File: src/hdl/okvd_pkg.sv
// shared types and codes for the ordered key-value deque
// no dependencies; compiled first
`default_nettype none
package okvd_pkg;

  localparam int CMD_BITS    = 3;
  localparam int WORD_BITS   = 32;
  localparam int POS_BITS    = 6;
  localparam int STATUS_BITS = 3;
  localparam int LEN_BITS    = 5;

  localparam logic [CMD_BITS-1:0] CMD_PUSH_BACK  = 3'd0;
  localparam logic [CMD_BITS-1:0] CMD_PUSH_FRONT = 3'd1;
  localparam logic [CMD_BITS-1:0] CMD_POP_BACK   = 3'd2;
  localparam logic [CMD_BITS-1:0] CMD_POP_FRONT  = 3'd3;
  localparam logic [CMD_BITS-1:0] CMD_INSERT_AT  = 3'd4;
  localparam logic [CMD_BITS-1:0] CMD_LOOKUP     = 3'd5;

  localparam logic [STATUS_BITS-1:0] ST_ADDED     = 3'd0;
  localparam logic [STATUS_BITS-1:0] ST_UPDATED   = 3'd1;
  localparam logic [STATUS_BITS-1:0] ST_EMPTY     = 3'd2;
  localparam logic [STATUS_BITS-1:0] ST_NOT_FOUND = 3'd3;
  localparam logic [STATUS_BITS-1:0] ST_BAD_POS   = 3'd4;
  localparam logic [STATUS_BITS-1:0] ST_FULL      = 3'd5;

  typedef enum logic [3:0] {
    S_IDLE,
    S_SCAN,
    S_HIT,
    S_MISS,
    S_SH_RD,
    S_SH_WR,
    S_PLACE,
    S_POP_RD,
    S_POP_WAIT,
    S_DN_RD,
    S_DN_WR,
    S_FINISH
  } state_t;

endpackage
`default_nettype wire

File: src/hdl/okvd_if.sv
// request and response channel interfaces of the deque
// depends on okvd_pkg for field widths
`default_nettype none
interface okvd_req_if import okvd_pkg::*; ();
  logic                        valid;
  logic                        ready;
  logic        [CMD_BITS-1:0]  cmd;
  logic signed [WORD_BITS-1:0] key;
  logic signed [WORD_BITS-1:0] value;
  logic signed [POS_BITS-1:0]  position;
  modport source (output valid, cmd, key, value, position, input ready);
  modport sink   (input valid, cmd, key, value, position, output ready);
endinterface

interface okvd_rsp_if import okvd_pkg::*; ();
  logic                          valid;
  logic                          ready;
  logic        [STATUS_BITS-1:0] status;
  logic signed [WORD_BITS-1:0]   out_key;
  logic signed [WORD_BITS-1:0]   out_value;
  logic        [LEN_BITS-1:0]    length;
  modport source (output valid, status, out_key, out_value, length, input ready);
  modport sink   (input valid, status, out_key, out_value, length, output ready);
endinterface
`default_nettype wire

File: src/hdl/okvd_ram.sv
// generic simple dual-port ram, one write and one registered read port
// no dependencies
`default_nettype none
module okvd_ram #(
  parameter int WIDTH = 64,
  parameter int DEPTH = 16
) (
  input  wire logic                     clk,
  input  wire logic                     we,
  input  wire logic [$clog2(DEPTH)-1:0] waddr,
  input  wire logic [WIDTH-1:0]         wdata,
  input  wire logic                     re,
  input  wire logic [$clog2(DEPTH)-1:0] raddr,
  output      logic [WIDTH-1:0]         rdata
);
  logic [WIDTH-1:0] mem [DEPTH];

  always_ff @(posedge clk) begin
    if (we) begin
      mem[waddr] <= wdata;
    end
    if (re) begin
      rdata <= mem[raddr];
    end
  end
endmodule
`default_nettype wire

File: src/hdl/ordered_key_value_deque.sv
// top level of the ordered key-value deque: sequencer around one entry ram
// depends on okvd_pkg, okvd_if and okvd_ram
`default_nettype none
// Bounded ordered table of unique keys, kept front to back in one ram that
// holds {key, value} per entry at its logical position. One request is
// worked at a time and gives exactly one response. Push, insert and lookup
// first scan the ram for the key, one read per cycle. A hit of a push or
// insert rewrites the value and a lookup hit returns it. On a miss that
// passes the checks, the entries from the insert point on shift up one
// slot, a read and a write state per moved entry, and the new entry is
// written. Pops read the end entry through a read and a wait state; a front
// pop then shifts the rest down, a read and a write state per entry. Every
// request passes the accept state and the finish state that loads the output
// register; the single ram read port forces the entry-by-entry scan and
// shifts. A new request is taken while a finished response still waits on
// the output.
module ordered_key_value_deque
  import okvd_pkg::*;
#(
  parameter int CAPACITY  = 16,
  parameter int DATA_BITS = 32
) (
  input wire logic   clk,
  input wire logic   rst,
  okvd_req_if.sink   req,
  okvd_rsp_if.source rsp
);
  localparam int IW = (CAPACITY > 1) ? $clog2(CAPACITY) : 1;
  localparam int CW = $clog2(CAPACITY + 1);

  state_t state, state_next;

  // latched request
  logic [CMD_BITS-1:0]        cmd_r;
  logic [DATA_BITS-1:0]       key_r;
  logic [DATA_BITS-1:0]       val_r;
  logic signed [POS_BITS-1:0] pos_r;

  logic [CW-1:0] count;
  logic [CW-1:0] idx;      // scan or shift pointer
  logic [CW-1:0] ridx;     // index of the read now in flight
  logic          rvalid;
  logic [IW-1:0] hit_idx;
  logic [IW-1:0] at_r;

  // result under construction
  logic [STATUS_BITS-1:0] res_status;
  logic [DATA_BITS-1:0]   res_key;
  logic [DATA_BITS-1:0]   res_val;

  // output register
  logic                   out_valid;
  logic [STATUS_BITS-1:0] out_status;
  logic [DATA_BITS-1:0]   out_k;
  logic [DATA_BITS-1:0]   out_v;
  logic [CW-1:0]          out_len;

  // ram port
  logic                   ram_we, ram_re;
  logic [IW-1:0]          ram_waddr, ram_raddr;
  logic [2*DATA_BITS-1:0] ram_wdata, ram_rdata;
  logic [DATA_BITS-1:0]   rd_key, rd_val;

  assign rd_key = ram_rdata[2*DATA_BITS-1:DATA_BITS];
  assign rd_val = ram_rdata[DATA_BITS-1:0];

  okvd_ram #(.WIDTH(2 * DATA_BITS), .DEPTH(CAPACITY)) u_ram (
    .clk   (clk),
    .we    (ram_we),
    .waddr (ram_waddr),
    .wdata (ram_wdata),
    .re    (ram_re),
    .raddr (ram_raddr),
    .rdata (ram_rdata)
  );

  logic req_xfer, rsp_load;
  logic scan_match, scan_last, is_search, is_pop;
  logic bad_pos, is_full;
  logic [CW:0] idx_plus2;

  assign req_xfer   = req.valid && req.ready;
  assign rsp_load   = (state == S_FINISH) && (!out_valid || rsp.ready);
  assign scan_match = rvalid && (rd_key == key_r);
  assign scan_last  = rvalid && (ridx == count - 1'b1);
  assign is_search  = (req.cmd == CMD_PUSH_BACK) || (req.cmd == CMD_PUSH_FRONT) ||
                      (req.cmd == CMD_INSERT_AT) || (req.cmd == CMD_LOOKUP);
  assign is_pop     = (req.cmd == CMD_POP_BACK) || (req.cmd == CMD_POP_FRONT);
  assign bad_pos    = (cmd_r == CMD_INSERT_AT) &&
                      ((pos_r < 0) || (int'(pos_r) > int'(count)));
  assign is_full    = (int'(count) >= CAPACITY);
  assign idx_plus2  = {1'b0, idx} + (CW + 1)'(2);

  // next state
  always_comb begin
    state_next = state;
    case (state)
      S_IDLE: begin
        if (req_xfer) begin
          if (is_search) begin
            state_next = S_SCAN;
          end else if (is_pop && count != '0) begin
            state_next = S_POP_RD;
          end else begin
            state_next = S_FINISH;
          end
        end
      end
      S_SCAN: begin
        if (count == '0 || (!scan_match && scan_last)) begin
          state_next = S_MISS;
        end else if (scan_match) begin
          state_next = S_HIT;
        end
      end
      S_HIT: state_next = S_FINISH;
      S_MISS: begin
        if (cmd_r == CMD_LOOKUP || bad_pos || is_full) begin
          state_next = S_FINISH;
        end else if (cmd_r == CMD_PUSH_BACK) begin
          state_next = S_PLACE;
        end else if (count != '0 && (cmd_r == CMD_PUSH_FRONT ||
                     IW'($unsigned(pos_r)) < IW'(count))) begin
          state_next = S_SH_RD;
        end else begin
          state_next = S_PLACE;
        end
      end
      S_SH_RD: state_next = S_SH_WR;
      S_SH_WR: begin
        if ((idx - 1'b1) > CW'(at_r)) begin
          state_next = S_SH_RD;
        end else begin
          state_next = S_PLACE;
        end
      end
      S_PLACE:  state_next = S_FINISH;
      S_POP_RD: state_next = S_POP_WAIT;
      S_POP_WAIT: begin
        if (cmd_r == CMD_POP_FRONT && count > CW'(1)) begin
          state_next = S_DN_RD;
        end else begin
          state_next = S_FINISH;
        end
      end
      S_DN_RD: state_next = S_DN_WR;
      S_DN_WR: begin
        if (idx_plus2 < {1'b0, count}) begin
          state_next = S_DN_RD;
        end else begin
          state_next = S_FINISH;
        end
      end
      S_FINISH: begin
        if (rsp_load) begin
          state_next = S_IDLE;
        end
      end
      default: state_next = S_IDLE;
    endcase
  end

  // ram control and handshake
  always_comb begin
    req.ready = (state == S_IDLE);
    ram_we    = 1'b0;
    ram_waddr = '0;
    ram_wdata = {key_r, val_r};
    ram_re    = 1'b0;
    ram_raddr = '0;
    case (state)
      S_SCAN: begin
        // one read a cycle while entries remain and no match is seen
        ram_re    = (idx < count) && !scan_match;
        ram_raddr = idx[IW-1:0];
      end
      S_HIT: begin
        ram_we    = (cmd_r != CMD_LOOKUP);
        ram_waddr = hit_idx;
      end
      S_SH_RD: begin
        ram_re    = 1'b1;
        ram_raddr = IW'(idx - 1'b1);
      end
      S_SH_WR: begin
        ram_we    = 1'b1;
        ram_waddr = idx[IW-1:0];
        ram_wdata = ram_rdata;
      end
      S_PLACE: begin
        ram_we    = 1'b1;
        ram_waddr = at_r;
      end
      S_POP_RD: begin
        ram_re    = 1'b1;
        ram_raddr = (cmd_r == CMD_POP_BACK) ? IW'(count - 1'b1) : '0;
      end
      S_DN_RD: begin
        ram_re    = 1'b1;
        ram_raddr = IW'(idx + 1'b1);
      end
      S_DN_WR: begin
        ram_we    = 1'b1;
        ram_waddr = idx[IW-1:0];
        ram_wdata = ram_rdata;
      end
      default: begin
      end
    endcase
  end

  always_ff @(posedge clk) begin
    if (rst) begin
      state     <= S_IDLE;
      count     <= '0;
      rvalid    <= 1'b0;
      out_valid <= 1'b0;
    end else begin
      state <= state_next;
      // a load wins over the drain of the previous response
      if (rsp_load) begin
        out_valid <= 1'b1;
      end else if (rsp.ready) begin
        out_valid <= 1'b0;
      end
      case (state)
        S_IDLE: begin
          if (req_xfer) begin
            cmd_r      <= req.cmd;
            key_r      <= DATA_BITS'($unsigned(req.key));
            val_r      <= DATA_BITS'($unsigned(req.value));
            pos_r      <= req.position;
            idx        <= '0;
            rvalid     <= 1'b0;
            res_key    <= '0;
            res_val    <= '0;
            res_status <= (is_pop && count == '0) ? ST_EMPTY : ST_ADDED;
          end
        end
        S_SCAN: begin
          if (scan_match) begin
            hit_idx <= ridx[IW-1:0];
            rvalid  <= 1'b0;
          end else begin
            rvalid <= (idx < count);
            ridx   <= idx;
            idx    <= idx + 1'b1;
          end
        end
        S_HIT: begin
          if (cmd_r == CMD_LOOKUP) begin
            res_key <= key_r;
            res_val <= rd_val;
          end else begin
            res_status <= ST_UPDATED;
          end
        end
        S_MISS: begin
          idx <= count;
          if (cmd_r == CMD_LOOKUP) begin
            res_status <= ST_NOT_FOUND;
          end else if (bad_pos) begin
            res_status <= ST_BAD_POS;
          end else if (is_full) begin
            res_status <= ST_FULL;
          end else if (cmd_r == CMD_PUSH_BACK) begin
            at_r <= IW'(count);
          end else if (cmd_r == CMD_PUSH_FRONT) begin
            at_r <= '0;
          end else begin
            at_r <= IW'($unsigned(pos_r));
          end
        end
        S_SH_WR: idx <= idx - 1'b1;
        S_PLACE: count <= count + 1'b1;
        S_POP_WAIT: begin
          res_key <= rd_key;
          res_val <= rd_val;
          idx     <= '0;
          if (!(cmd_r == CMD_POP_FRONT && count > CW'(1))) begin
            count <= count - 1'b1;
          end
        end
        S_DN_WR: begin
          idx <= idx + 1'b1;
          if (!(idx_plus2 < {1'b0, count})) begin
            count <= count - 1'b1;
          end
        end
        default: begin
        end
      endcase
    end
  end

  // response payload, loaded with the transfer into the output register
  always_ff @(posedge clk) begin
    if (rsp_load) begin
      out_status <= res_status;
      out_k      <= res_key;
      out_v      <= res_val;
      out_len    <= count;
    end
  end

  assign rsp.valid     = out_valid;
  assign rsp.status    = out_status;
  assign rsp.out_key   = WORD_BITS'(out_k);
  assign rsp.out_value = WORD_BITS'(out_v);
  assign rsp.length    = LEN_BITS'(out_len);

  // table never overfills
  a_count_bound: assert property (@(posedge clk) disable iff (rst)
    int'(count) <= CAPACITY)
    else $error("entry count above capacity");

  // count never jumps by more than one at a clock edge
  a_count_step: assert property (@(posedge clk) disable iff (rst)
    (count == $past(count)) || (count == $past(count) + 1'b1) ||
    (count == $past(count) - 1'b1))
    else $error("entry count jumped");

  // one request at a time: no second transfer right after one
  a_one_at_a_time: assert property (@(posedge clk) disable iff (rst)
    req_xfer |=> !req.ready)
    else $error("request taken while busy");

endmodule
`default_nettype wire

File: src/flat_wrapper.sv
// flat-port wrapper written by rule: the top's interface ports become plain ports
module ordered_key_value_deque_flat import okvd_pkg::*;
#(
  parameter int CAPACITY  = 16,
  parameter int DATA_BITS = 32
)
  (clk, rst, req_valid, req_cmd, req_key, req_value, req_position, req_ready, rsp_valid, rsp_status, rsp_out_key, rsp_out_value, rsp_length, rsp_ready);
  okvd_req_if req_i ();
  okvd_rsp_if rsp_i ();
  input wire logic clk;
  input wire logic rst;
  input wire logic [$bits(req_i.valid)-1:0] req_valid;
  input wire logic [$bits(req_i.cmd)-1:0] req_cmd;
  input wire logic [$bits(req_i.key)-1:0] req_key;
  input wire logic [$bits(req_i.value)-1:0] req_value;
  input wire logic [$bits(req_i.position)-1:0] req_position;
  output wire logic [$bits(req_i.ready)-1:0] req_ready;
  output wire logic [$bits(rsp_i.valid)-1:0] rsp_valid;
  output wire logic [$bits(rsp_i.status)-1:0] rsp_status;
  output wire logic [$bits(rsp_i.out_key)-1:0] rsp_out_key;
  output wire logic [$bits(rsp_i.out_value)-1:0] rsp_out_value;
  output wire logic [$bits(rsp_i.length)-1:0] rsp_length;
  input wire logic [$bits(rsp_i.ready)-1:0] rsp_ready;
  assign req_i.valid = req_valid;
  assign req_i.cmd = req_cmd;
  assign req_i.key = req_key;
  assign req_i.value = req_value;
  assign req_i.position = req_position;
  assign req_ready = req_i.ready;
  assign rsp_valid = rsp_i.valid;
  assign rsp_status = rsp_i.status;
  assign rsp_out_key = rsp_i.out_key;
  assign rsp_out_value = rsp_i.out_value;
  assign rsp_length = rsp_i.length;
  assign rsp_i.ready = rsp_ready;
  ordered_key_value_deque #(.CAPACITY(CAPACITY), .DATA_BITS(DATA_BITS)) u_core (.clk(clk), .rst(rst), .req(req_i), .rsp(rsp_i));
endmodule
File: config.mk
export PLATFORM = sky130hd
export DESIGN_NAME = ordered_key_value_deque_flat
export DESIGN_NICKNAME = d
export VERILOG_FILES = /design/src/hdl/okvd_pkg.sv /design/src/hdl/okvd_if.sv /design/src/hdl/okvd_ram.sv /design/src/hdl/ordered_key_value_deque.sv /design/src/flat_wrapper.sv
export SDC_FILE = /design/constraint.sdc
export NUM_CORES = 2
export LEC_CHECK = 0
export BUFFER_PORTS_ARGS = -buffer_cell sky130_fd_sc_hd__buf_2
export CORE_UTILIZATION = 56
export DETAILED_ROUTE_END_ITERATION = 16
export GPL_TIMING_DRIVEN = 0
export PLACE_DENSITY = 0.81
export SYNTH_ARGS = -nofsm -noshare
export SYNTH_HDL_FRONTEND = slang
export SYNTH_SLANG_ARGS = --single-unit
File: constraint.sdc
create_clock -name clk -period 11.75 [get_ports clk]
set_clock_uncertainty 0.05 [all_clocks]
set_input_delay 0.5875 -clock clk [delete_from_list [all_inputs] [get_ports clk]]
set_output_delay 0.5875 -clock clk [all_outputs]
set_load 0.02 [all_outputs]
-- Word level (Yosys, flattened, before mapping)
Memory sizes are Yosys's and may differ from the RTL's. A register that Yosys moved wholly into a read port is not among the register bits.
Index checks and enable logic that the tools add are counted.
- bitwise gates (word level): 5
- add/subtract/negate cells: 5
- reductions and logical operators: 48
- mux-type cells: 46
- $lt $le $gt $ge: 8
- eq/ne operators: 33
- operators with widths (cell ; number):
    $pmux W32 S3 ; 2
    $mux W32 ; 3
    $mux W64 ; 1
    $mux W4 ; 11
    $pmux W4 S11 ; 1
    $eq A32 B32 Y1 ; 1
    $pmux W5 S6 ; 1
    $mux W5 ; 4
    $eq A4 B3 Y1 const B ; 4
    $eq A4 B4 Y1 const B ; 4
    $pmux W4 S4 ; 1
    $mux W3 ; 5
    $pmux W5 S3 ; 1
    $reduce_and A3 Y1 ; 5
    $eq A3 B2 Y1 const B ; 4
    $eq A3 B3 Y1 const B ; 4
    $pmux W4 S3 ; 1
    $logic_and A1 B1 Y1 ; 11
    $add A5 B1 Y5 const B ; 2
    $logic_or A1 B1 Y1 ; 10
    $mux W2 ; 5
    $ne A2 B2 Y1 const B ; 5
    $reduce_and A5 Y1 ; 2
    $sub A5 B1 Y5 const B ; 2
    33 further kinds ; 55
- flip-flop bits (word level): 241
- output and inout bits: 74
- memories kept: 1
- RAM bits: 1024
- input port bits: 77
- memories (name ; words ; bits a word ; read ports ; clocked after Yosys merged registers in ; wr ports ; RTL line ; RTL):
    u_core.u_ram.mem ; 16 ; 64 ; 1 ; 1 ; 1 ; okvd_ram.sv:16 ; logic [WIDTH-1:0] mem [DEPTH];

-- Longest topological paths before layout
- depth in word-level cells: 7
- mapped depth: 13
- mapped depth without buffers: 11

-- By module
From an unflattened synthesis, not the netlist that was laid out.
- cells, all modules: 2512
- area, all modules: 51020.2 µm²
- modules (own cells, without submodules) (module ; area each (µm²) ; cells each ; times used):
    okvd_ram ; 40222.3 ; 1647 ; 1
    ordered_key_value_deque ; 10797.9 ; 865 ; 1

-- Worst setup path after synthesis
OpenSTA, ideal clock, no wires.
- path kind: reg2reg
- from: register u_core.state[2]
- to: register u_core.res_key[0] (enable)
- stages on the path, launching flop included: 7
- period minus slack after synthesis: 12.409 ns
- path buffers: 2
- data required time: 10.872 ns
- data arrival time: 11.531 ns
- slack: -0.659 ns
- cell sequence: dfxtp_1 > clkbuf_1 > or2_2 > clkbuf_1 > nor2_1 > nor2_1 > a2111oi_0
- longest elaborated chain between the ends: 4
- ends and longest elaborated chain (item ; RTL line ; RTL):
    start: declaration ; ordered_key_value_deque.sv:31 ; state_t state, state_next;
    start signal: assignment ; ordered_key_value_deque.sv:219 ; state <= state_next;
    $logic_not A4 Y1 ; ordered_key_value_deque.sv:165, ordered_key_value_deque.sv:226 ;
    $logic_and A1 B1 Y1 ; ordered_key_value_deque.sv:82 ; assign req_xfer = req.valid && req.ready;
    $ne A2 B2 Y1 (no line) ; - ;
    $reduce_and A4 Y1 (no line) * ; - ;
    end signal: assignment ; ordered_key_value_deque.sv:252 ; res_key <= key_r;
    end signal: assignment ; ordered_key_value_deque.sv:277 ; res_key <= rd_key;
    end: declaration ; ordered_key_value_deque.sv:48 ; logic [DATA_BITS-1:0] res_key;
Every way passes the cells marked *; elsewhere a longest branch is shown, timed or not.
A chain may end at the register's enable or synchronous reset.

-- Worst setup path in the final report
- from: register u_core.state[3]
- to: register u_core.res_val[18] (enable)
- longest elaborated chain between the ends: 4
- ends and longest elaborated chain (item ; RTL line ; RTL):
    $logic_not A4 Y1 ; ordered_key_value_deque.sv:165, ordered_key_value_deque.sv:226 ;
    $logic_and A1 B1 Y1 ; ordered_key_value_deque.sv:82 ;
    $ne A2 B2 Y1 (no line) ; - ;
    $reduce_and A4 Y1 (no line) * ; - ;
    end signal: assignment ; ordered_key_value_deque.sv:253 ; res_val <= rd_val;
    end signal: assignment ; ordered_key_value_deque.sv:278 ; res_val <= rd_val;
    end: declaration ; ordered_key_value_deque.sv:49 ; logic [DATA_BITS-1:0] res_val;
Marked as above.

==> results by group <==
Clock network
  • Clk slew on worst S/H paths: ~60 ps
  • Longest Clk Path Bufs: 3
  • TritonCTS clock tree: done
  • Clock Sinks: ~1.3k
  • Post_cts resized: 0
  • Clock Latency Late Sink: roughly 750 ps
  • Post-CTS Setup Repair Bufs: 0
  • H-tree levels: 4
  • CTS buffer count: approximately 130
  • Root buffer cell: clkbuf_16
  • CTS Hold Bufs: 71

Global routing
  • Vias in the first global route: 33.9k
  • Initial antenna violation count: 4
  • Global-route usage over all layers: around 30%
  • Grt total ovfl: 0
  • Largest net degree at the start of global routing: 30
  • First-pass GRT wire length: around 210000 µm

Die
  • DIE AREA: 95600 µm²
  • Cell Rows: 112
  • Initial Util: a little under three fifths
  • Core ar.: 93500 µm²
  • Die W: 309 µm
  • Die span in y: 309 µm
  • Number of I/O pins: 151

Synthesis
  • Syn avg cell area: 14.5 µm²
  • Multiplexer share of the synthesized area: 3.96%
  • Post-Synth Simple-Gate Area: 11.7%
  • Flops & latches, synth: 1329
  • Ys async rst share: 0%
  • Register area share after synthesis: 75.3%
  • Yosys warnings: 0
  • Area share of the largest cell type after synthesis: 74.9%
  • Post-synthesis xor/xnor area fraction: 0.795%
  • Adder-cell share of the synthesized area: 0.592%
  • Yosys cell types: 66
  • Syn Inst Count: 3643
  • Syn nets: 3745
  • Post-synth top area cell: edfxtp_1
  • Leading cell type by number of instances after synthesis: edfxtp_1
  • Largest family of logic cells by synthesized area: simple AND/OR/NAND/NOR gates
  • Netlist area before placement: 52900 µm²
  • Most instantiated cells after synthesis: 1318 x edfxtp_1, 998 x nand2_1, 252 x and3_1
  • Synth Area in Compound Gates: 5.63%
  • Post-synth EDFFs: 1318
  • Top post-synthesis cells by area: edfxtp_1 75%, nand2_1 7.1%, and3_1 3.0%
  • Top FF cell, synth: edfxtp_1

Pwr
  • Net Sw Frac: 34.1%
  • Peak supply drop: 0.000166 V
  • Seq pwr share: 42.5%
  • Cell area power density: 241 nW/µm²
  • Psw: 5.04 mW
  • Logic pwr share: 30.0%
  • Internal: a little under 10 mW
  • Clock power share: roughly 28%
  • Leakage: 22.6 nW

STA
  • Final period util: 46.5%
  • Unrepaired setup endpoints after global routing: no
  • Slew at the pin with the worst max-slew slack: 1460 ps
  • Final Hold Viols: 0
  • Max-slew violations: 0
  • Tmin final: between 5000 and 6000 ps
  • Max Fclk: 183 MHz
  • Worst relative slew slack: 2.49%
  • Setup violators final: 0
  • Hold Slack: 62.5 ps

Route
  • Via count: 34.8k
  • ANT nets after route: 0
  • Post-route DRC: 0
  • Via density per instance: between 6 and 7
  • WL final: about 150000 µm
  • Routed WL per cell: 26.8 µm
  • DRT Pass-1 Iters: 7
  • First-iteration detailed-routing DRC count: 5443

Worst hold path
  • Worst Hold Path Cells: 1
  • HP Start: req_cmd[2]
  • Hold Path Class: in -> reg
  • Min-Delay Endpoint: u_core.cmd_r[2]

Worst setup path
  • Critical Path End Type: register
  • Most used cell, CP: buf_4
  • Critical Path Source Type: register
  • CP Cell Sequence: buf_2 > nor2b_1 > clkbuf_1 > nand2_1 > nor2_1 > nor2_1 > a2111oi_2 > buf_4 > buf_4 > buf_4 > buf_2 > buf_4
  • Slowest CP cell: nor2_1
  • Family with the most delay on the worst path: simple AND/OR/NAND/NOR gates
  • Slowest stage delay, CP: 1010 ps
  • Crit Reg-Reg Endpoint: u_core.res_val[18]
  • Critical path class: reg -> reg
  • Flop2flop setup slack: 6290 ps
  • Critical path arrival: 5860 ps
  • Buffers plus inverters on the worst setup path: 7
  • Worst reg-to-reg path cell count: 12
  • Critical path required time: roughly 12000 ps
  • Crit path launch: u_core.state[3]
  • Origin of the critical flop-to-flop path: u_core.state[3]
  • CP max FO: 9

Layout
  • Final Util: 65.6%
  • FILL cells: 5933
  • Share of cells above drive strength 1: 12.4%
  • # nets final: 4174
  • P&R area growth vs syn: 16.1%

Place
  • Placed wire-length estimate: 92700 µm
  • PortBufs: 150
  • GP Congestion: 0.928

Status
  • Status: completed

Job
  • Max Cap Viol: 0
routing by layer:
layer	vias up	routed length, µm	track usage, %
met2	2941	67300	47.9
met3	539	20300	8.03
li1	14500	-	-
met5	-	0	0
met1	16800	50300	39.2
met4	0	7520	14.9
layout make-up:
cell class,instances,area (µm²),area share (%)
buffer,222,993,1.62
multi-input combinational,2069,12100,19.8
tap,1254,1570,2.56
antenna,4,10.0,0.0163
clock buffer,160,3490,5.69
sequential,1329,39800,64.9
inverter,23,86.3,0.141
timing repair buffer,295,2660,4.33
clock inverter,74,623,1.02
layout by cell type, fill, tap and decap left out, types with 64 or more instances in the layout:
cell,netlist,routed
nand2_1,998,998
a31oi_1,133,133
mux2i_1,129,129
and3_1,252,252
clkbuf_1,133,157
edfxtp_1,1318,1318
o32ai_1,65,65
buf_2,65,218
dlygate4sd3_1,0,71
clkbuf_16,0,136
a221o_1,64,64
logic make-up after synthesis:
kind of cell,Yosys count
and+or+nand+nor,1410
DFF,1329
buffers and inverters,245
xor gates and xnor gates,48
muxes,198
AOI/OAI and AO/OA,388
adders and majority gates,25
worst max path at each step:
stage | slack, ps | cells after the start | to
after floorplan | 2480 | 6 | u_core.res_key[0]
after global placement | -5320 | 6 | u_core.res_val[20]
after detailed placement | 6520 | 12 | u_core.res_val[18]
after CTS | 6480 | 12 | u_core.res_val[19]
after global routing | 6300 | 12 | u_core.res_val[18]
final | 6290 | 12 | u_core.res_val[18]
per-stage QoR:
step | cells | power (mW) | TNS (ps) | instance area, µm² | setup WS [ps]
CTS | 5426 | 14.6 | 0 | 61400 | 6480
global placement | 5047 | 10.4 | -469120 | 55200 | -5320
finish | 5430 | 14.8 | 0 | 61400 | 6290
detailed placement | 5121 | 10.5 | 0 | 56500 | 6520
floorplan | 3643 | 8.92 | 0 | 52900 | 2480
global route | 5426 | 15.2 | 0 | 61400 | 6300
sequential cells by signal, summed over array words and instances (netlist names), 6 cells and up:
| register | flops |
|---|---|
| u_core.rsp.out_key | 32 |
| u_core.res_key | 32 |
| u_core.res_val | 32 |
| u_core.key_r | 32 |
| u_core.val_r | 32 |
| u_core.u_ram.mem | 1024 |
| u_core.rsp.out_value | 32 |
| u_core.u_ram.rdata | 64 |
| u_core.pos_r | 6 |
power groups by stage:
stage / clock network, mW / registers (mW) / logic (mW)
final: 4.08 / 6.29 / 4.44
after global routing: 4.25 / 6.30 / 4.63
after CTS: 4.07 / 6.27 / 4.28
after detailed placement: 0 / 6.36 / 4.18
after global placement: 0 / 6.47 / 3.92
after floorplan: 0 / 6.33 / 2.59
worst register-to-register path: stages (launching register included):
cell	delay [ps]
dfxtp_1	300
buf_2	210
nor2b_1	170
clkbuf_1	420
nand2_1	200
nor2_1	1010
nor2_1	730
a2111oi_2	970
buf_4	290
buf_4	180
buf_4	180
buf_2	250
buf_4	210
(Power assumes the default switching activity.)
